## config.mk

```make
export PLATFORM = sky130hd
export DESIGN_NAME = llag_ram
export DESIGN_NICKNAME = d
export VERILOG_FILES = /design/src/rtl/llag_ram.sv
export SDC_FILE = /design/constraint.sdc
export NUM_CORES = 1
export LEC_CHECK = 0
export BUFFER_PORTS_ARGS = -buffer_cell sky130_fd_sc_hd__buf_2
export CAP_MARGIN = 0
export CORE_MARGIN = 1.5
export CORE_UTILIZATION = 40
export DETAILED_ROUTE_END_ITERATION = 12
export PLACE_DENSITY_LB_ADDON = 0.05
export REMOVE_ABC_BUFFERS = 1
export SLEW_MARGIN = 20
export SYNTH_ARGS = -nofsm -noshare
export SYNTH_HDL_FRONTEND = slang
export SYNTH_SLANG_ARGS = --single-unit
```

## constraint.sdc

```tcl
create_clock -name clk -period 2.61 [get_ports clk]
set_clock_uncertainty 0.15 [all_clocks]
set_input_delay 0.261 -clock clk [delete_from_list [all_inputs] [get_ports clk]]
set_output_delay 0.261 -clock clk [all_outputs]
set_load 0.01 [all_outputs]
```

## src/rtl/llag_ram.sv

```systemverilog
// Generic simple dual-port RAM: one write port, one read port, registered read.
// No dependencies.
module llag_ram #(
    parameter int WIDTH = 8,
    parameter int DEPTH = 16
) (
    input  logic                     clk,
    input  logic                     we,
    input  logic [$clog2(DEPTH)-1:0] waddr,
    input  logic [WIDTH-1:0]         wdata,
    input  logic [$clog2(DEPTH)-1:0] raddr,
    output logic [WIDTH-1:0]         rdata
);

    logic [WIDTH-1:0] mem [DEPTH];

    always_ff @(posedge clk)
    begin
        if (we)
        begin
            mem[waddr] <= wdata;
        end
        rdata <= mem[raddr];
    end

endmodule

```

== Yosys cells after proc, flatten, opt, wreduce, memory -nomap -nowiden ==
Memories as Yosys holds them, arrays and structs flattened. A register that Yosys moved wholly into a read port is not among the register bits.
Index checks and enable logic that the tools add are counted.

* Memories: 1
* Latch bits: 0
* RAM bits: 128
* Input port bits: 18
* Logic and storage cells: 3
* Output and inout bits: 8
* Register bits: 0
* ROM bits: 0

* Reduce and logical (&&, ||, !) cells: 0
* Shift operators: 0
* Bitwise gates (word level): 0
* $lt $le $gt $ge: 0
* Muxes and demuxes: 2
* Equal/unequal tests: 0
* $mul: 0
* Divide/modulo/power cells: 0
* $add $sub $neg: 0

{| class="wikitable"
|+ Memories
! name !! words !! width !! read ports !! clocked after memory_dff !! wr ports !! RTL line !! RTL
|-
| mem || 16 || 8 || 1 || 1 || 1 || 15 || <nowiki>logic [WIDTH-1:0] mem [DEPTH];</nowiki>
|}

{| class="wikitable"
|+ Operators by type and width
! kind !! count
|-
| 1-bit two-way mux || 2
|}

== Logic depth before layout (Yosys ltp) ==
Gate-level depths: netlist of run 1.

* Depth in word-level cells: 2
* Depth in mapped cells: 5
* Depth with buffers taken out: 3

== Worst setup path before layout of run 1 ==
No wires, ideal clock.

* Path kind: input to register
* Start point: input port waddr[2]
* End point: memory mem[0][0] (enable)
* Arrival time: 1.371 ns
* Buffers on the path: 0
* Setup time: 0.383 ns
* Stages on the path: 2
* Path slack: 0.706 ns
* Cell sequence: or3b_2 > nor3_1

{| class="wikitable"
|+ RTL lines
! what !! RTL line !! RTL
|-
| start, declared || 9 || <nowiki>input logic [$clog2(DEPTH)-1:0] waddr,</nowiki>
|-
| end, declared || 15 ||
|}

Straight into the memory's write port.

==> results of run 1 <==
-- state kept, by name, summed over array words and instances, names as in the netlist --
register and flops:
rdata 8, mem 128
-- logic make-up after synthesis --
family / count (synthesis)
buffers and inverters: 10
DFF: 136
muxes: 32
AOI/OAI and AO/OA: 16
and+or+nand+nor: 35
-- per-stage QoR --
step,instance area (µm²),instances
final,6090,469
after CTS,6090,468
after detailed placement,5580,436
after global routing,6090,468
after floorplan,5060,219
after global placement,5580,436
-- layout make-up --
class | instances | share of cell area, %
Timing Repair Buffer | 45 | 4.93
Clock buffer | 26 | 7.54
Clock inverter | 6 | 0.822
Antenna cell | 1 | 0.0411
Tap cell | 172 | 3.53
Multi-Input combinational cell | 83 | 17.4
Sequential cell | 136 | 65.8
-- worst paths after layout --
kind / endpoint / slack, ns / cells after the start
worst min register to register: rdata[1] / 0.51 / 3
worst max-delay path: rdata[2] / 1.07 / 3
worst max register to register: rdata[2] / 1.07 / 3
worst min-delay path: mem[7][1] / 0.09 / 1
-- synth_stat cells --
| cell | n | share of area [%] |
|---|---|---|
| clkdlybuf4s25_2 | 3 | 0.58 |
| a22oi_1 | 16 | 2.3 |
| dfxtp_1 | 8 | 3.1 |
| mux4_1 | 14 | 7.1 |
| nand2b_1 | 2 | 0.24 |
| and2_1 | 1 | 0.12 |
| buf_4 | 1 | 0.15 |
| nand3_1 | 1 | 0.097 |
| nand3b_1 | 2 | 0.29 |
| mux4_2 | 18 | 7.9 |
| or3b_2 | 1 | 0.17 |
| nand2_1 | 9 | 0.66 |
| nor2b_1 | 1 | 0.12 |
| buf_2 | 3 | 0.29 |
| buf_6 | 3 | 0.66 |
| nor3_1 | 4 | 0.39 |
| nor2_1 | 13 | 0.95 |
| edfxtp_1 | 128 | 75 |
| and2b_1 | 1 | 0.15 |
-- worst max-delay path, cell delays in order, from the launching register on --
cell and delay [ns]:
edfxtp_1 0.35, mux4_1 0.52, a22oi_1 0.33, nand2_1 0.08
-- power breakdown --
part	switching (mW)	total (mW)	internal, mW
Sequential	0.0136	2.46	2.44
Combinational	0.133	0.232	0.0990
Clock	0.786	2.08	1.29
-- layer usage --
layer  vias up  GRT usage (%)  share of wire [%]
li1       1081              -                  -
met5         -              0                  0
met4         0           6.91                1.2
met1      1284           22.8                 45
met3         9           5.40                4.2
met2        49           25.8                 49
==> out/qor.csv, run 1 <==
metric,value,unit
outcome,completed,
viasPerCell,5.17,
worstSkewPairLatency,0.40,ns
crit_type,reg -> reg,
startpoint_type,flop,
cts.sinks,136,
drc,0,
seq_area,4000,µm²
cts_hold_buf,0,
min_path_type,in -> reg,
syn_inst,229,
place_congestion,0.729,
root_buffer,clkbuf_16,
ys_seq_area_share,77.8,%
synth_xor_area_share,0,%
synth_compound_area_share,2.33,%
setup_tns,0,ns
num-fill-cells,1040,
ios,26,
portBuffers,25,
hpwl,6.32,mm
syn_area,5150,µm²
die_area,13600,µm²
cts.repair.resized,0,
clock_path_buffers,2,
synth_area_per_cell,22.5,µm²
ys_warn_count,0,
hold_slack,0.0928,ns
end_kind,flop,
clkTransAtPathRegs,0.05,ns
place_ws,0.654,ns
area_delta_synth_final,18.3,%
die_h,116,µm
slew_headroom,50.6,%
first_pass_iters,4,
maxSlewViolCount,0,
final_cell_mix,"edfxtp_1 (128), buf_2 (25), mux4_2 (18), buf_4 (18), clkbuf_16 (17)",
timing.final.crit_share,59.1,%
synth_cell_types,19,
antenna_left,0,
power.total,4.77,mW
muxShareOfSynthArea,15.0,%
hold_viol,0,
cp_data_arrival_time,1.67,ns
cts_tree,done,
post-cts-setup-buffers,0,
fmax,648,MHz
final_nets,301,
reg2reg_from,mem[9][2],
ir_drop,0.379,mV
p_per_area,783,nW/µm²
required,2.74,ns
num_rows,41,
die_x,116,µm
grt.total_usage,16.9,%
vias,2423,
worst_pin_slew,0.738,ns
antenna_found_initial,1,
synth_top_family_by_area,multiplexers,
rsz0062_at_grt,no,
maxCapViolations,0,
postRouteWirelength,10.2,mm
first_iter_violations,128,
fin_util,48.4,%
grt_first_pass_wirelength,15.5,mm
core_area,12600,µm²
wl_per_cell,21.7,µm
start_util,41.0,%
synth-simple-area-share,3.18,%
multi_input_area,1060,µm²
finalSetupViolations,0,
synth_adder_area_share,0,%
min-delay-start,wdata[1],
h-tree-depth,4,
startpoint,mem[9][2],
fin_ws,1.07,ns
final_common_cell,edfxtp_1,
drive_gt1_share,28.0,%
min_period,1.54,ns
p_leak,2.05,nW
grt_max_degree,33,
grt_pass1_vias,2497,
synth_seq_cells,136,
crit_fanout,1,
overflow,0,
cts_buffers,17,
(Power assumes the default switching activity.)
==> run 2, diff against run 1 <==
==> constraint.sdc (replaced) <==
create_clock -name clk -period 1.5 [get_ports clk]
set_clock_uncertainty 0.15 [all_clocks]
set_input_delay 0.15 -clock clk [delete_from_list [all_inputs] [get_ports clk]]
set_output_delay 0.15 -clock clk [all_outputs]
set_load 0.01 [all_outputs]
==> out/qor.csv, run 2 (synthesis results as in run 1) <==
metric,value,unit,change
largest_reg_flops,128,,unchanged
place_area,5720,µm²,+2.6%
outcome,completed,,
drive_gt1_share,35.6,%,+7.6 points
maxCapViolations,0,,unchanged
end_kind,flop,,
grt_use_met2,25.6,%,-0.20 points
portBuffers,25,,unchanged
vias,2439,,+0.66%
grt.total_usage,16.8,%,-0.11 points
overflow,0,,unchanged
crit_chain,"mux4_2, a22oi_2, buf_4, nand2_1",,
rr_worst_depth,4,,+1
final_cell_mix,"edfxtp_1 (128), buf_4 (32), buf_2 (25)",,
worstSkewPairLatency,0.41,ns,about the same
grt_max_degree,17,,-48%
die_h,116,µm,unchanged
hold_viol,0,,unchanged
final_common_cell,edfxtp_1,,
antenna_cells,0,,-1
p_leak,2.25,nW,+9.7%
power.total,9.41,mW,+97%
drc,0,,unchanged
required,1.65,ns,-1.09 ns
ios,26,,unchanged
worst_pin_slew,0.844,ns,+0.106 ns
rrSetupSlack,0.04,ns,-1.03 ns
cp-endpoint,rdata[7],,
area_delta_synth_final,26.0,%,
grt_first_pass_wirelength,15.2,mm,-2.1%
met3_usage,5.19,%,-0.21 points
min_path_type,in -> reg,,
antenna_left,0,,unchanged
r2r-end,rdata[7],,
postRouteWirelength,10.1,mm,-0.93%
h-tree-depth,4,,unchanged
slew_headroom,43.6,%,-7.1 points
final_nets,325,,+8.0%
ir_drop,0.761,mV,+100%
finalInstanceArea,6480,µm²,+6.5%
place_congestion,0.714,,-2.0%
num-fill-cells,1033,,-0.67%
hpwl,6.56,mm,+3.7%
startpoint,mem[1][7],,
min_period,1.46,ns,-0.0847 ns
use_met1,22.7,%,about the same
finalSetupViolations,0,,unchanged
antenna_found_initial,0,,-1
hold_slack,0.157,ns,+0.0642 ns
num_rows,41,,unchanged
clkTransAtPathRegs,0.05,ns,about the same
largest_registers,"mem: 128 flops, rdata: 8 flops",,
regMostFlops,mem,,
first_pass_iters,4,,unchanged
root_buffer,clkbuf_16,,
fmax,686,MHz,+5.8%
crit_type,reg -> reg,,
wl_per_cell,20.5,µm,-5.6%
slowest_stage,mux4_2,,
grt_pass1_vias,2534,,+1.5%
start_util,41.0,%,unchanged
p_per_area,1450,nW/µm²,+85%
slowest_delay,0.47,ns,-0.05 ns
first_iter_violations,120,,-6.3%
clock_path_buffers,2,,unchanged
cp_data_arrival_time,1.61,ns,-0.06 ns
cts_tree,done,,
die_area,13600,µm²,unchanged
die_x,116,µm,unchanged
crit_fanout,1,,unchanged
cts.sinks,136,,unchanged
reg2reg_from,mem[1][7],,
viasPerCell,4.96,,-4.0%
post-cts-setup-buffers,0,,unchanged
rsz0062_at_grt,yes,,
timing.final.crit_share,97.2,%,+38 points
cts_buffers,17,,unchanged
maxSlewViolCount,0,,unchanged
grt-busiest-layer,met2,,
core_area,12600,µm²,unchanged
startpoint_type,flop,,
run 2: worst min path at each step:
| stage | startpoint | to | slack [ns] | cells after the start |
|---|---|---|---|---|
| CTS | waddr[0] | mem[0][5] | 0.14 | 3 |
| finish | waddr[0] | mem[0][0] | 0.16 | 3 |
| detailed placement | rdata[4] | rdata[4] | 0.39 | 1 |
| global placement | rdata[6] | rdata[6] | 0.40 | 1 |
| global route | waddr[0] | mem[0][7] | 0.15 | 3 |
| floorplan | wdata[0] | mem[0][0] | 0.1 | 0 |
run 2: cell type report:
class,count,area [µm²],share of cell area [%]
clock buffers,19,453,6.99
clock inverters,13,223,3.43
multi-input cells,83,1060,16.4
flip-flops and latches,136,4000,61.8
well taps,172,215,3.32
repair buffers,69,526,8.10
run 2: critical path: cells and delay by family (launching register included):
kind | cells | cell delay, ns
muxes | 1 | 0.47
DFF | 1 | 0.39
AOI/OAI and AO/OA | 1 | 0.16
buffers and inverters | 1 | 0.14
and+or+nand+nor | 1 | 0.04
run 2: per-layer routing:
layer / part of all wire, % / vias up
met3: 4.0 / 13
li1: - / 1130
met2: 48 / 54
met4: 1.2 / 0
met5: 0 / -
met1: 47 / 1242
run 2: repair_timing:
item | in CTS | in global routing
gates resized for setup | 1 | 2
hold buffers | 8 | 0
hold endpoints to repair | 128 | 0
endpoints found under the setup margin | 1 | 6
pin swaps | 1 | 0
run 2: through the flow:
stage | TNS [ns] | setup slack [ns] | utilization (%) | instances
after floorplan | -3.60 | -0.293 | - | 219
after global placement | -3.43 | -0.205 | 45.5 | 452
after detailed placement | -3.63 | -0.224 | 45.5 | 452
after CTS | 0 | 0.000849 | 51.6 | 492
after global routing | -0.0908 | -0.0338 | 51.6 | 492
final | 0 | 0.0415 | 51.6 | 492
run 2: power by group:
part,switching (mW),leakage (nW),total [mW],internal (mW)
clock,1.49,0.327,4.68,3.19
combinational,0.235,0.702,0.455,0.220
sequential,0.0229,1.22,4.27,4.25
total,1.74,2.25,9.41,7.66
