`config.mk`:
```
export PLATFORM = sky130hd
export DESIGN_NAME = llag_ctrl_flat
export DESIGN_NICKNAME = d
export VERILOG_FILES = /design/src/rtl/llag_pkg.sv /design/src/rtl/llag_if.sv /design/src/rtl/llag_ctrl.sv /design/src/flat_wrapper.sv
export SDC_FILE = /design/constraint.sdc
export NUM_CORES = 1
export LEC_CHECK = 0
export BUFFER_PORTS_ARGS = -buffer_cell sky130_fd_sc_hd__buf_2
export CORE_MARGIN = 2
export CORE_UTILIZATION = 30
export CTS_BUF_LIST = sky130_fd_sc_hd__clkbuf_4
export CTS_CLUSTER_DIAMETER = 40
export DETAILED_ROUTE_END_ITERATION = 8
export PLACE_DENSITY_LB_ADDON = 0.1
export SYNTH_ARGS = -nofsm -noshare
export SYNTH_HDL_FRONTEND = slang
export SYNTH_SLANG_ARGS = --single-unit
```
`constraint.sdc`:
```
create_clock -name clk -period 14.2 [get_ports clk]
set_input_delay 0.71 -clock clk [delete_from_list [all_inputs] [get_ports clk]]
set_output_delay 0.71 -clock clk [all_outputs]
set_load 0.05 [all_outputs]
```
`src/rtl/llag_pkg.sv`:
```
// Shared types and constants for the life-like automaton grid.
// Used by the interfaces, the sequencer, the row unit, the top level and the checker.
package llag_pkg;

    // Grid size
    localparam int GRID_WIDTH  = 64;
    localparam int GRID_HEIGHT = 64;

    // Derived widths
    localparam int ROW_AW = $clog2(GRID_HEIGHT);
    localparam int COL_AW = $clog2(GRID_WIDTH);
    localparam int STEP_W = $clog2(GRID_HEIGHT + 2);

    // Field widths
    localparam int CMD_W   = 2;
    localparam int COORD_W = 6;
    localparam int MASK_W  = 9;
    localparam int CNT_W   = 4;

    // Configuration port
    localparam int CFG_IDX_W = 1;
    localparam int CFG_DAT_W = MASK_W;
    localparam logic [CFG_IDX_W-1:0] CFG_IDX_BIRTH   = 1'd0;
    localparam logic [CFG_IDX_W-1:0] CFG_IDX_SURVIVE = 1'd1;
    localparam logic [MASK_W-1:0] BIRTH_RESET   = 9'd8;
    localparam logic [MASK_W-1:0] SURVIVE_RESET = 9'd12;

    typedef logic [GRID_WIDTH-1:0] row_t;

    typedef enum logic [CMD_W-1:0] {
        CMD_WRITE   = 2'd0,
        CMD_READ    = 2'd1,
        CMD_ADVANCE = 2'd2,
        CMD_CLEAR   = 2'd3
    } cmd_t;

    typedef enum logic [2:0] {
        ST_INIT,
        ST_IDLE,
        ST_FETCH,
        ST_GEN,
        ST_CLEAR,
        ST_RESP
    } state_t;

    // Rule masks handed to the row unit
    typedef struct packed {
        logic [MASK_W-1:0] birth;
        logic [MASK_W-1:0] survive;
    } rule_t;

endpackage

```
`src/rtl/llag_if.sv`:
```
// Valid/ready channel interfaces for command items and result items.
// Depends on llag_pkg for field widths.
interface llag_cmd_if;
    logic                        valid;
    logic                        ready;
    logic [llag_pkg::CMD_W-1:0]  command;
    logic [llag_pkg::COORD_W-1:0] cell_x;
    logic [llag_pkg::COORD_W-1:0] cell_y;
    logic                        cell_value;

    modport source (output valid, command, cell_x, cell_y, cell_value, input ready);
    modport sink   (input valid, command, cell_x, cell_y, cell_value, output ready);
endinterface

interface llag_res_if;
    logic                       valid;
    logic                       ready;
    logic                       read_value;
    logic [llag_pkg::CMD_W-1:0] done_command;

    modport source (output valid, read_value, done_command, input ready);
    modport sink   (input valid, read_value, done_command, output ready);
endinterface

```
`src/rtl/llag_ctrl.sv`:
```
// Command sequencer: cell access, generation sweep, clearing sweep, result register.
// Depends on llag_pkg and llag_if; drives the grid RAM and the row unit window.
module llag_ctrl (
    input  logic                       clk,
    input  logic                       rst_n,
    llag_cmd_if.sink                   cmd,
    llag_res_if.source                 res,
    // grid RAM ports
    output logic                       ram_we,
    output logic [llag_pkg::ROW_AW-1:0] ram_waddr,
    output llag_pkg::row_t             ram_wdata,
    output logic [llag_pkg::ROW_AW-1:0] ram_raddr,
    input  llag_pkg::row_t             ram_rdata,
    // row unit window
    output llag_pkg::row_t             win_prev,
    output llag_pkg::row_t             win_cur,
    output llag_pkg::row_t             win_next,
    input  llag_pkg::row_t             win_new
);

    llag_pkg::state_t                state_reg, state_next;
    logic [llag_pkg::STEP_W-1:0]     step_reg, step_next;
    llag_pkg::cmd_t                  cmd_reg;
    logic [llag_pkg::COORD_W-1:0]    x_reg;
    logic [llag_pkg::COORD_W-1:0]    y_reg;
    logic                            val_reg;
    logic                            inside_reg;
    logic                            rd_bit_reg;
    llag_pkg::row_t                  prev_row_reg;
    llag_pkg::row_t                  cur_row_reg;
    logic                            out_valid_reg;
    logic                            out_bit_reg;
    logic [llag_pkg::CMD_W-1:0]      out_cmd_reg;

    logic                            accept;
    logic                            out_load;
    logic                            in_inside;
    logic                            sweep_last;
    logic                            gen_last;
    logic                            gen_has_row;
    logic [llag_pkg::STEP_W-1:0]     step_minus2;
    logic [llag_pkg::COL_AW-1:0]     col;

    assign accept      = cmd.valid && cmd.ready;
    assign out_load    = (state_reg == llag_pkg::ST_RESP) && (!out_valid_reg || res.ready);
    assign in_inside   = (int'(cmd.cell_x) < llag_pkg::GRID_WIDTH) &&
                         (int'(cmd.cell_y) < llag_pkg::GRID_HEIGHT);
    assign sweep_last  = (step_reg == llag_pkg::STEP_W'(llag_pkg::GRID_HEIGHT - 1));
    assign gen_last    = (step_reg == llag_pkg::STEP_W'(llag_pkg::GRID_HEIGHT + 1));
    // During the sweep, RAM data holds row step-1 while step-1 is inside the grid
    assign gen_has_row = (step_reg <= llag_pkg::STEP_W'(llag_pkg::GRID_HEIGHT));
    assign step_minus2 = step_reg - llag_pkg::STEP_W'(2);
    assign col         = llag_pkg::COL_AW'(x_reg);

    // Window feeding the row unit
    assign win_prev = prev_row_reg;
    assign win_cur  = cur_row_reg;
    assign win_next = gen_has_row ? ram_rdata : '0;

    // Next state
    always_comb
    begin
        state_next = state_reg;
        case (state_reg)
            llag_pkg::ST_INIT:
            begin
                if (sweep_last)
                begin
                    state_next = llag_pkg::ST_IDLE;
                end
            end
            llag_pkg::ST_IDLE:
            begin
                if (accept)
                begin
                    case (llag_pkg::cmd_t'(cmd.command))
                        llag_pkg::CMD_ADVANCE: state_next = llag_pkg::ST_GEN;
                        llag_pkg::CMD_CLEAR:   state_next = llag_pkg::ST_CLEAR;
                        default:               state_next = llag_pkg::ST_FETCH;
                    endcase
                end
            end
            llag_pkg::ST_FETCH:
            begin
                state_next = llag_pkg::ST_RESP;
            end
            llag_pkg::ST_GEN:
            begin
                if (gen_last)
                begin
                    state_next = llag_pkg::ST_RESP;
                end
            end
            llag_pkg::ST_CLEAR:
            begin
                if (sweep_last)
                begin
                    state_next = llag_pkg::ST_RESP;
                end
            end
            llag_pkg::ST_RESP:
            begin
                if (out_load)
                begin
                    state_next = llag_pkg::ST_IDLE;
                end
            end
            default:
            begin
                state_next = llag_pkg::ST_IDLE;
            end
        endcase
    end

    // Outputs: RAM control, ready, step counter
    always_comb
    begin
        cmd.ready = 1'b0;
        ram_we    = 1'b0;
        ram_waddr = step_reg[llag_pkg::ROW_AW-1:0];
        ram_wdata = '0;
        ram_raddr = step_reg[llag_pkg::ROW_AW-1:0];
        step_next = '0;
        case (state_reg)
            llag_pkg::ST_INIT, llag_pkg::ST_CLEAR:
            begin
                ram_we    = 1'b1;
                step_next = step_reg + llag_pkg::STEP_W'(1);
            end
            llag_pkg::ST_IDLE:
            begin
                cmd.ready = 1'b1;
                ram_raddr = llag_pkg::ROW_AW'(cmd.cell_y);
            end
            llag_pkg::ST_FETCH:
            begin
                // read-modify-write of one cell
                ram_we    = (cmd_reg == llag_pkg::CMD_WRITE) && inside_reg;
                ram_waddr = llag_pkg::ROW_AW'(y_reg);
                ram_wdata = ram_rdata;
                ram_wdata[col] = val_reg;
            end
            llag_pkg::ST_GEN:
            begin
                ram_we    = (step_reg >= llag_pkg::STEP_W'(2));
                ram_waddr = step_minus2[llag_pkg::ROW_AW-1:0];
                ram_wdata = win_new;
                step_next = step_reg + llag_pkg::STEP_W'(1);
            end
            default:
            begin
                step_next = '0;
            end
        endcase
        if ((state_reg == llag_pkg::ST_INIT || state_reg == llag_pkg::ST_CLEAR) && sweep_last)
        begin
            step_next = '0;
        end
    end

    // Sequencer registers
    always_ff @(posedge clk or negedge rst_n)
    begin
        if (!rst_n)
        begin
            state_reg <= llag_pkg::ST_INIT;
            step_reg  <= '0;
        end
        else
        begin
            state_reg <= state_next;
            step_reg  <= step_next;
        end
    end

    // Item fields and sweep window
    always_ff @(posedge clk)
    begin
        if (accept)
        begin
            cmd_reg      <= llag_pkg::cmd_t'(cmd.command);
            x_reg        <= cmd.cell_x;
            y_reg        <= cmd.cell_y;
            val_reg      <= cmd.cell_value;
            inside_reg   <= in_inside;
            rd_bit_reg   <= 1'b0;
            prev_row_reg <= '0;
            cur_row_reg  <= '0;
        end
        if (state_reg == llag_pkg::ST_FETCH && cmd_reg == llag_pkg::CMD_READ && inside_reg)
        begin
            rd_bit_reg <= ram_rdata[col];
        end
        if (state_reg == llag_pkg::ST_GEN && step_reg != '0)
        begin
            prev_row_reg <= cur_row_reg;
            cur_row_reg  <= win_next;
        end
    end

    // Result register
    always_ff @(posedge clk or negedge rst_n)
    begin
        if (!rst_n)
        begin
            out_valid_reg <= 1'b0;
        end
        else if (out_load)
        begin
            out_valid_reg <= 1'b1;
        end
        else if (res.ready)
        begin
            out_valid_reg <= 1'b0;
        end
    end

    always_ff @(posedge clk)
    begin
        if (out_load)
        begin
            out_bit_reg <= rd_bit_reg;
            out_cmd_reg <= cmd_reg;
        end
    end

    assign res.valid        = out_valid_reg;
    assign res.read_value   = out_bit_reg;
    assign res.done_command = out_cmd_reg;

endmodule

```
`src/flat_wrapper.sv`:
```
// flat-port wrapper written by rule: the top's interface ports become plain ports
module llag_ctrl_flat 
  (clk, rst_n, ram_we, ram_waddr, ram_wdata, ram_raddr, ram_rdata, win_prev, win_cur, win_next, win_new, cmd_valid, cmd_command, cmd_cell_x, cmd_cell_y, cmd_cell_value, cmd_ready, res_valid, res_read_value, res_done_command, res_ready);
  llag_cmd_if cmd_i ();
  llag_res_if res_i ();
  input  logic clk;
  input  logic rst_n;
  output logic ram_we;
  output logic [llag_pkg::ROW_AW-1:0] ram_waddr;
  output llag_pkg::row_t ram_wdata;
  output logic [llag_pkg::ROW_AW-1:0] ram_raddr;
  input  llag_pkg::row_t ram_rdata;
  output llag_pkg::row_t win_prev;
  output llag_pkg::row_t win_cur;
  output llag_pkg::row_t win_next;
  input  llag_pkg::row_t win_new;
  input wire logic [$bits(cmd_i.valid)-1:0] cmd_valid;
  input wire logic [$bits(cmd_i.command)-1:0] cmd_command;
  input wire logic [$bits(cmd_i.cell_x)-1:0] cmd_cell_x;
  input wire logic [$bits(cmd_i.cell_y)-1:0] cmd_cell_y;
  input wire logic [$bits(cmd_i.cell_value)-1:0] cmd_cell_value;
  output wire logic [$bits(cmd_i.ready)-1:0] cmd_ready;
  output wire logic [$bits(res_i.valid)-1:0] res_valid;
  output wire logic [$bits(res_i.read_value)-1:0] res_read_value;
  output wire logic [$bits(res_i.done_command)-1:0] res_done_command;
  input wire logic [$bits(res_i.ready)-1:0] res_ready;
  assign cmd_i.valid = cmd_valid;
  assign cmd_i.command = cmd_command;
  assign cmd_i.cell_x = cmd_cell_x;
  assign cmd_i.cell_y = cmd_cell_y;
  assign cmd_i.cell_value = cmd_cell_value;
  assign cmd_ready = cmd_i.ready;
  assign res_valid = res_i.valid;
  assign res_read_value = res_i.read_value;
  assign res_done_command = res_i.done_command;
  assign res_i.ready = res_ready;
  llag_ctrl u_core (.clk(clk), .rst_n(rst_n), .cmd(cmd_i), .res(res_i), .ram_we(ram_we), .ram_waddr(ram_waddr), .ram_wdata(ram_wdata), .ram_raddr(ram_raddr), .ram_rdata(ram_rdata), .win_prev(win_prev), .win_cur(win_cur), .win_next(win_next), .win_new(win_new));
endmodule
```
# After elaboration in Yosys (flattened, before gate mapping)
# Cells that the tools add are included.
[word_totals]
reg_bits = 158
inputBits = 147
out_inout_bits = 274
[classes]
addsub = 2
magnitude_cmp = 4
eq_ne = 15
n_mux = 27
reduce_logical = 18
[op_table]
columns = ["operator", "count"]
rows = [
  ["two-way mux 64 bit", 4],
  ["one-hot mux 64 bit (2 select lines)", 1],
  ["bitwise mux 64 bit", 1],
  ["one-hot mux 3 bit (6 select lines)", 1],
  ["two-way mux 3 bit", 5],
  ["two-way mux 7 bit", 2],
  ["one-hot mux 6 bit (2 select lines)", 1],
  ["!= test 2 x 1 -> 1 bit (second input constant)", 5],
  ["adder 7 x 1 -> 7 bit (second input constant)", 1],
  ["equality test 7 x 6 -> 1 bit (second input constant)", 1],
  ["equality test 7 bit (second input constant)", 1],
  [">= comparator 7 x 2 -> 1 bit (second input constant)", 1],
  ["<= comparator 7 bit (second input constant)", 1],
  ["< comparator 6 x 7 -> 1 bit (second input constant)", 1],
  ["two-way mux 1 bit", 7],
  ["nonzero test 7 bit", 1],
  ["binary-select mux 1 bit (select 6 bit)", 1],
  ["demux 1 bit (select 6 bit)", 1],
  ["equality test 3 x 2 -> 1 bit (second input constant)", 2],
  ["equality test 3 bit (second input constant)", 2],
  [">= comparator 6 x 1 -> 1 bit (second input constant)", 1],
  ["logical AND 1 bit", 6],
  ["two-way mux 6 bit", 1],
  ["one-hot mux 3 bit (2 select lines)", 1],
  ["13 further kinds", 17],
]

# Longest topological paths before layout
[depth]
word_depth = 6
ltp_mapped = 9

# Least setup slack after synthesis
# OpenSTA, ideal clock, no wires.
[synth_path]
path_kind = "reg2reg"
start = "register u_core.state_reg[0]"
end = "register u_core.cur_row_reg[0] (netlist: u_core.win_cur[0]), enable pin"
setup_ns = 0.496
arrival_time_ns = 4.167
required_time_ns = 13.704
path_slack_ns = 9.537
stages_incl_launch_ff = 6
path_cell_list = "dfrtp_1 clkbuf_1 nor3b_1 nand2_1 inv_1 or2_1"
[synth_between]
elab_chain_cells = 4
[synth_rtl]
columns = ["element", "line", "source"]
rows = [
  ["from (decl)", "llag_ctrl.sv:21", "llag_pkg::state_t state_reg, state_next;"],
  ["from (signal assigned)", "llag_ctrl.sv:166", "state_reg <= llag_pkg::ST_INIT;"],
  ["from (signal assigned)", "llag_ctrl.sv:171", "state_reg <= state_next;"],
  ["equality test 3 x 1 -> 1 bit", "llag_ctrl.sv:124", "case (state_reg)"],
  ["two-way mux 1 bit", "llag_ctrl.sv:124", ""],
  ["logical AND 1 bit", "llag_ctrl.sv:44", "assign accept = cmd.valid && cmd.ready;"],
  ["named net u_core.accept", "llag_ctrl.sv:35", "logic accept;"],
  ["nonzero test 2 bit (no source line)", "n/a", ""],
  ["to (signal assigned)", "llag_ctrl.sv:197", "cur_row_reg <= win_next;"],
  ["to (decl)", "llag_ctrl.sv:30", "llag_pkg::row_t cur_row_reg;"],
]
# The timed path passes the listed nets, and every way through them passes these cells.
# A chain may end at the register's enable or synchronous reset.

# Worst setup path after layout
[layout_path]
start = "register u_core.state_reg[0]"
end = "register u_core.cur_row_reg[25] (netlist: u_core.win_cur[25]), enable pin"
# The elaborated chain is that of the path after synthesis.

==> metrics.txt <==
# TYPE chip_impl_metric gauge
chip_impl_metric{name="worst_ir_drop_vdd",unit="mV"} 0.1016
chip_impl_metric{name="hold_slack",unit="ns"} 0.3174
chip_impl_info{name="timing.hold.worst.class",value="input pin to register"} 1
chip_impl_metric{name="layout_worst_path_cycle_share",unit="%"} 34.74
chip_impl_metric{name="path_clk_slew",unit="ns"} 0.15
chip_impl_info{name="critPathKind",value="register to register"} 1
chip_impl_info{name="cp-startpoint",value="u_core.state_reg[0]"} 1
chip_impl_metric{name="ys_ff_latch",unit=""} 158
chip_impl_metric{name="worst-r2r-cell-count",unit=""} 5
chip_impl_metric{name="floorplan.rows",unit=""} 64
chip_impl_info{name="clock_tree_from_tritoncts",value="built"} 1
chip_impl_info{name="hold_end",value="u_core.col[2]"} 1
chip_impl_metric{name="fin_crit",unit="ns"} 4.933
chip_impl_metric{name="cp.required",unit="ns"} 14.39
chip_impl_metric{name="io-pin-count",unit=""} 421
chip_impl_metric{name="via_count",unit=""} 8783
chip_impl_metric{name="total_chip_power",unit="mW"} 2.495
chip_impl_info{name="cp-end-kind",value="register"} 1
chip_impl_metric{name="path_max_fanout",unit=""} 73
chip_impl_metric{name="place.gp.congestion",unit=""} 0.9013
chip_impl_metric{name="synthToLayoutAreaGrowth",unit="%"} 27.69
chip_impl_metric{name="die_height",unit="µm"} 180.7
chip_impl_metric{name="global_route_wire_length_before_repair",unit="µm"} 55660
chip_impl_metric{name="drv_cap",unit=""} 0
chip_impl_metric{name="max_clock_freq",unit="MHz"} 202.7
chip_impl_metric{name="antenna_found_initial",unit=""} 4
chip_impl_metric{name="finish.utilization",unit="%"} 39.00
chip_impl_metric{name="dpl_worst_slack",unit="ns"} 9.214
chip_impl_info{name="synth-main-ff-cell",value="edfxtp_1"} 1
chip_impl_metric{name="core_region_area",unit="µm²"} 30670
chip_impl_metric{name="nets",unit=""} 1470
chip_impl_metric{name="worstPathArrival",unit="ns"} 5.12
chip_impl_metric{name="clock_skew",unit="ns"} 0.03667
chip_impl_info{name="netlist_top_cells_area",value="edfxtp_1 (47%), and2_1 (8.7%), a21oi_1 (5.4%)"} 1
chip_impl_metric{name="placed_cells_incl_taps",unit=""} 1692
chip_impl_metric{name="post_synth.cell_area_avg",unit="µm²"} 9.748
chip_impl_metric{name="yosys.cell_types.count",unit=""} 55
chip_impl_metric{name="clock_buffer_count_from_cts",unit=""} 17
chip_impl_metric{name="min_delay_path_depth",unit=""} 1
chip_impl_metric{name="yosys_warnings",unit=""} 0
chip_impl_metric{name="port_buffers",unit=""} 420
chip_impl_metric{name="post-dp-hpwl",unit="µm"} 28330
chip_impl_metric{name="initial_core_util",unit="%"} 30.54
chip_impl_info{name="rsz0062_at_grt",value="no"} 1
chip_impl_info{name="status",value="finished clean"} 1
chip_impl_metric{name="async_flop_share",unit="%"} 6.962
chip_impl_metric{name="number_of_nets_produced_by_synthesis",unit=""} 1115
chip_impl_metric{name="max_slew.worst_pin.slew",unit="ns"} 1.302
chip_impl_info{name="netlist.top_cell.by_area",value="edfxtp_1"} 1
chip_impl_metric{name="fillers",unit=""} 3203
chip_impl_metric{name="drive_gt1_share",unit="%"} 36.79
chip_impl_info{name="timing.rr.start",value="u_core.state_reg[0]"} 1
chip_impl_info{name="r2r_end",value="u_core.win_cur[25]"} 1
chip_impl_metric{name="htree_num_levels",unit=""} 4
chip_impl_metric{name="timing_max_transition_violations_final",unit=""} 0
chip_impl_metric{name="finalHoldViolations",unit=""} 0
chip_impl_metric{name="dr.pass1.iters",unit=""} 5
chip_impl_metric{name="grt_overflow_total",unit=""} 0
chip_impl_metric{name="drc",unit=""} 0
chip_impl_metric{name="drt-vias-per-instance",unit=""} 5.080
chip_impl_metric{name="p_leak",unit="nW"} 5.310
chip_impl_info{name="clk_root_buffer_cell",value="clkbuf_4"} 1
chip_impl_info{name="startpoint_type",value="register"} 1
chip_impl_metric{name="report.final.setup_viol",unit=""} 0
chip_impl_metric{name="synth_top_cell_area_share",unit="%"} 47.12
chip_impl_metric{name="clkLatencyLatePin",unit="ns"} 0.58
chip_impl_metric{name="synth_seq_area_share",unit="%"} 50.06
chip_impl_metric{name="worst_slew_margin_rel",unit="%"} 12.99
chip_impl_metric{name="clkSinkCount",unit=""} 158
chip_impl_metric{name="synth_edf_count",unit=""} 147
chip_impl_metric{name="fp.dieArea",unit="µm²"} 32660
chip_impl_metric{name="die_width",unit="µm"} 180.7
chip_impl_metric{name="post-route-cell-area",unit="µm²"} 11960
chip_impl_metric{name="synthesis.instances",unit=""} 961
chip_impl_metric{name="final_critical_path_setup_slack",unit="ns"} 9.267
chip_impl_metric{name="worst-r2r-setup-slack",unit="ns"} 9.27
chip_impl_metric{name="wire_length_per_cell_after_detailed_routing",unit="µm"} 22.36
chip_impl_metric{name="number_of_global_route_vias_before_repair",unit=""} 8355
chip_impl_metric{name="route.final.wire_length",unit="µm"} 38670
chip_impl_metric{name="drtAntennaViolNets",unit=""} 0
chip_impl_info{name="timing.hold.worst.start",value="cmd_cell_x[2]"} 1
chip_impl_metric{name="cellPowerDensity",unit="nW/µm²"} 208.6
chip_impl_metric{name="grt_start_max_net_pins",unit=""} 104
chip_impl_metric{name="syn-cell-area",unit="µm²"} 9368
chip_impl_metric{name="cell_count_final_fillers_out",unit=""} 1729
chip_impl_metric{name="global_route.usage.total",unit="%"} 22.82
chip_impl_metric{name="setup_total_negative_slack",unit="ns"} 0
chip_impl_metric{name="dpl_cell_area",unit="µm²"} 11630
chip_impl_metric{name="cts_buffer_depth",unit=""} 2
chip_impl_metric{name="drt_iter0_drc",unit=""} 770
==> layout make-up <==
class	instances	area [µm²]	share of cell area, %
flip-flops and latches	158	4693	39.24
multi-input cells	699	4228	35.35
repair buffers	432	2195	18.35
well taps	396	495.5	4.142
clock inverters	14	175.2	1.464
clock buffers	18	135.1	1.130
inverters	8	30.03	0.2510
diodes	4	10.01	0.08368
==> routing by layer <==
| metal | vias up | part of all wire [%] | global-route usage, % |
|---|---|---|---|
| li1 | 4185 | - | - |
| met4 | 2 | 1.3 | 4.581 |
| met3 | 33 | 7.3 | 5.221 |
| met2 | 409 | 48 | 38.02 |
| met1 | 4154 | 43 | 30.45 |
| met5 | - | 0.023 | 0 |
==> layout by cell type, fill, tap and decap left out, types with 10 or more instances in the layout <==
master	count
o21ai_0	39
and2_1	130
buf_4	11
a22oi_1	13
edfxtp_1	147
nand4_1	22
nor3_1	18
nand2_1	54
and3_1	65
a21boi_1	12
a21oi_1	101
mux2i_1	14
clkbuf_4	18
a311oi_1	12
nor2_1	79
dfrtp_1	10
nor2b_1	20
nand3_1	30
buf_2	420
==> cells in the mapped netlist, types with 4 or more instances <==
master	number
edfxtp_1	147
mux2_2	7
and2_1	130
and3_1	65
o21ai_1	4
nand3_1	30
dfrtp_1	11
a221oi_1	4
a22oi_1	13
mux2i_1	14
nand2b_1	9
clkbuf_1	40
nor3_1	18
buf_6	4
ha_1	7
nand2_1	54
a22o_1	5
buf_2	50
o22ai_1	8
nor2b_1	20
a31oi_1	5
a21oi_1	101
a311oi_1	12
o21ai_0	39
nor2_1	79
nand4_1	22
nor3b_2	4
a21boi_1	12
inv_1	8
==> logic make-up (layout without fill, tap and decap cells) <==
family	count (synthesis)	after routing	synth area share, %
flip-flops	158	158	50.06
AND/OR/NAND/NOR	447	447	26.31
multiplexers	26	26	3.379
AO/OA/AOI/OAI	215	215	13.74
other	0	4	0
buffers and inverters	104	472	5.196
adder cells (fa/ha/maj)	7	7	0.9349
XOR/XNOR	4	4	0.3740
==> critical path, stage by stage, from the launching register on <==
cell,delay [ns]
dfrtp_4,0.90
nor3b_1,1.11
nand2_1,0.22
inv_1,0.64
or2_4,0.76
buf_4,0.83
==> power by group <==
part,total [mW],switching (mW),internal [mW]
combinational,1.39,1.11,0.286
sequential,0.796,0.100,0.696
clock,0.307,0.194,0.113
total,2.49,1.40,1.10
==> worst max path at each step <==
stage / to / slack [ns] / cells after the start
2_1_floorplan: u_core.win_cur[0] / 9.54 / 5
3_3_place_gp: u_core.win_cur[32] / 9.37 / 5
3_5_place_dp: u_core.win_cur[33] / 9.21 / 5
4_1_cts: u_core.win_cur[25] / 9.18 / 5
5_1_grt: u_core.win_prev[24] / 8.84 / 5
6_report: u_core.win_cur[25] / 9.27 / 5
==> repair_timing <==
item                      CTS  global route
buffers inserted            0             0
hold buffers                1             0
gates resized for setup     0             0
hold endpoints to repair   11             0
Note: power is estimated with default switching activity, not from simulation.
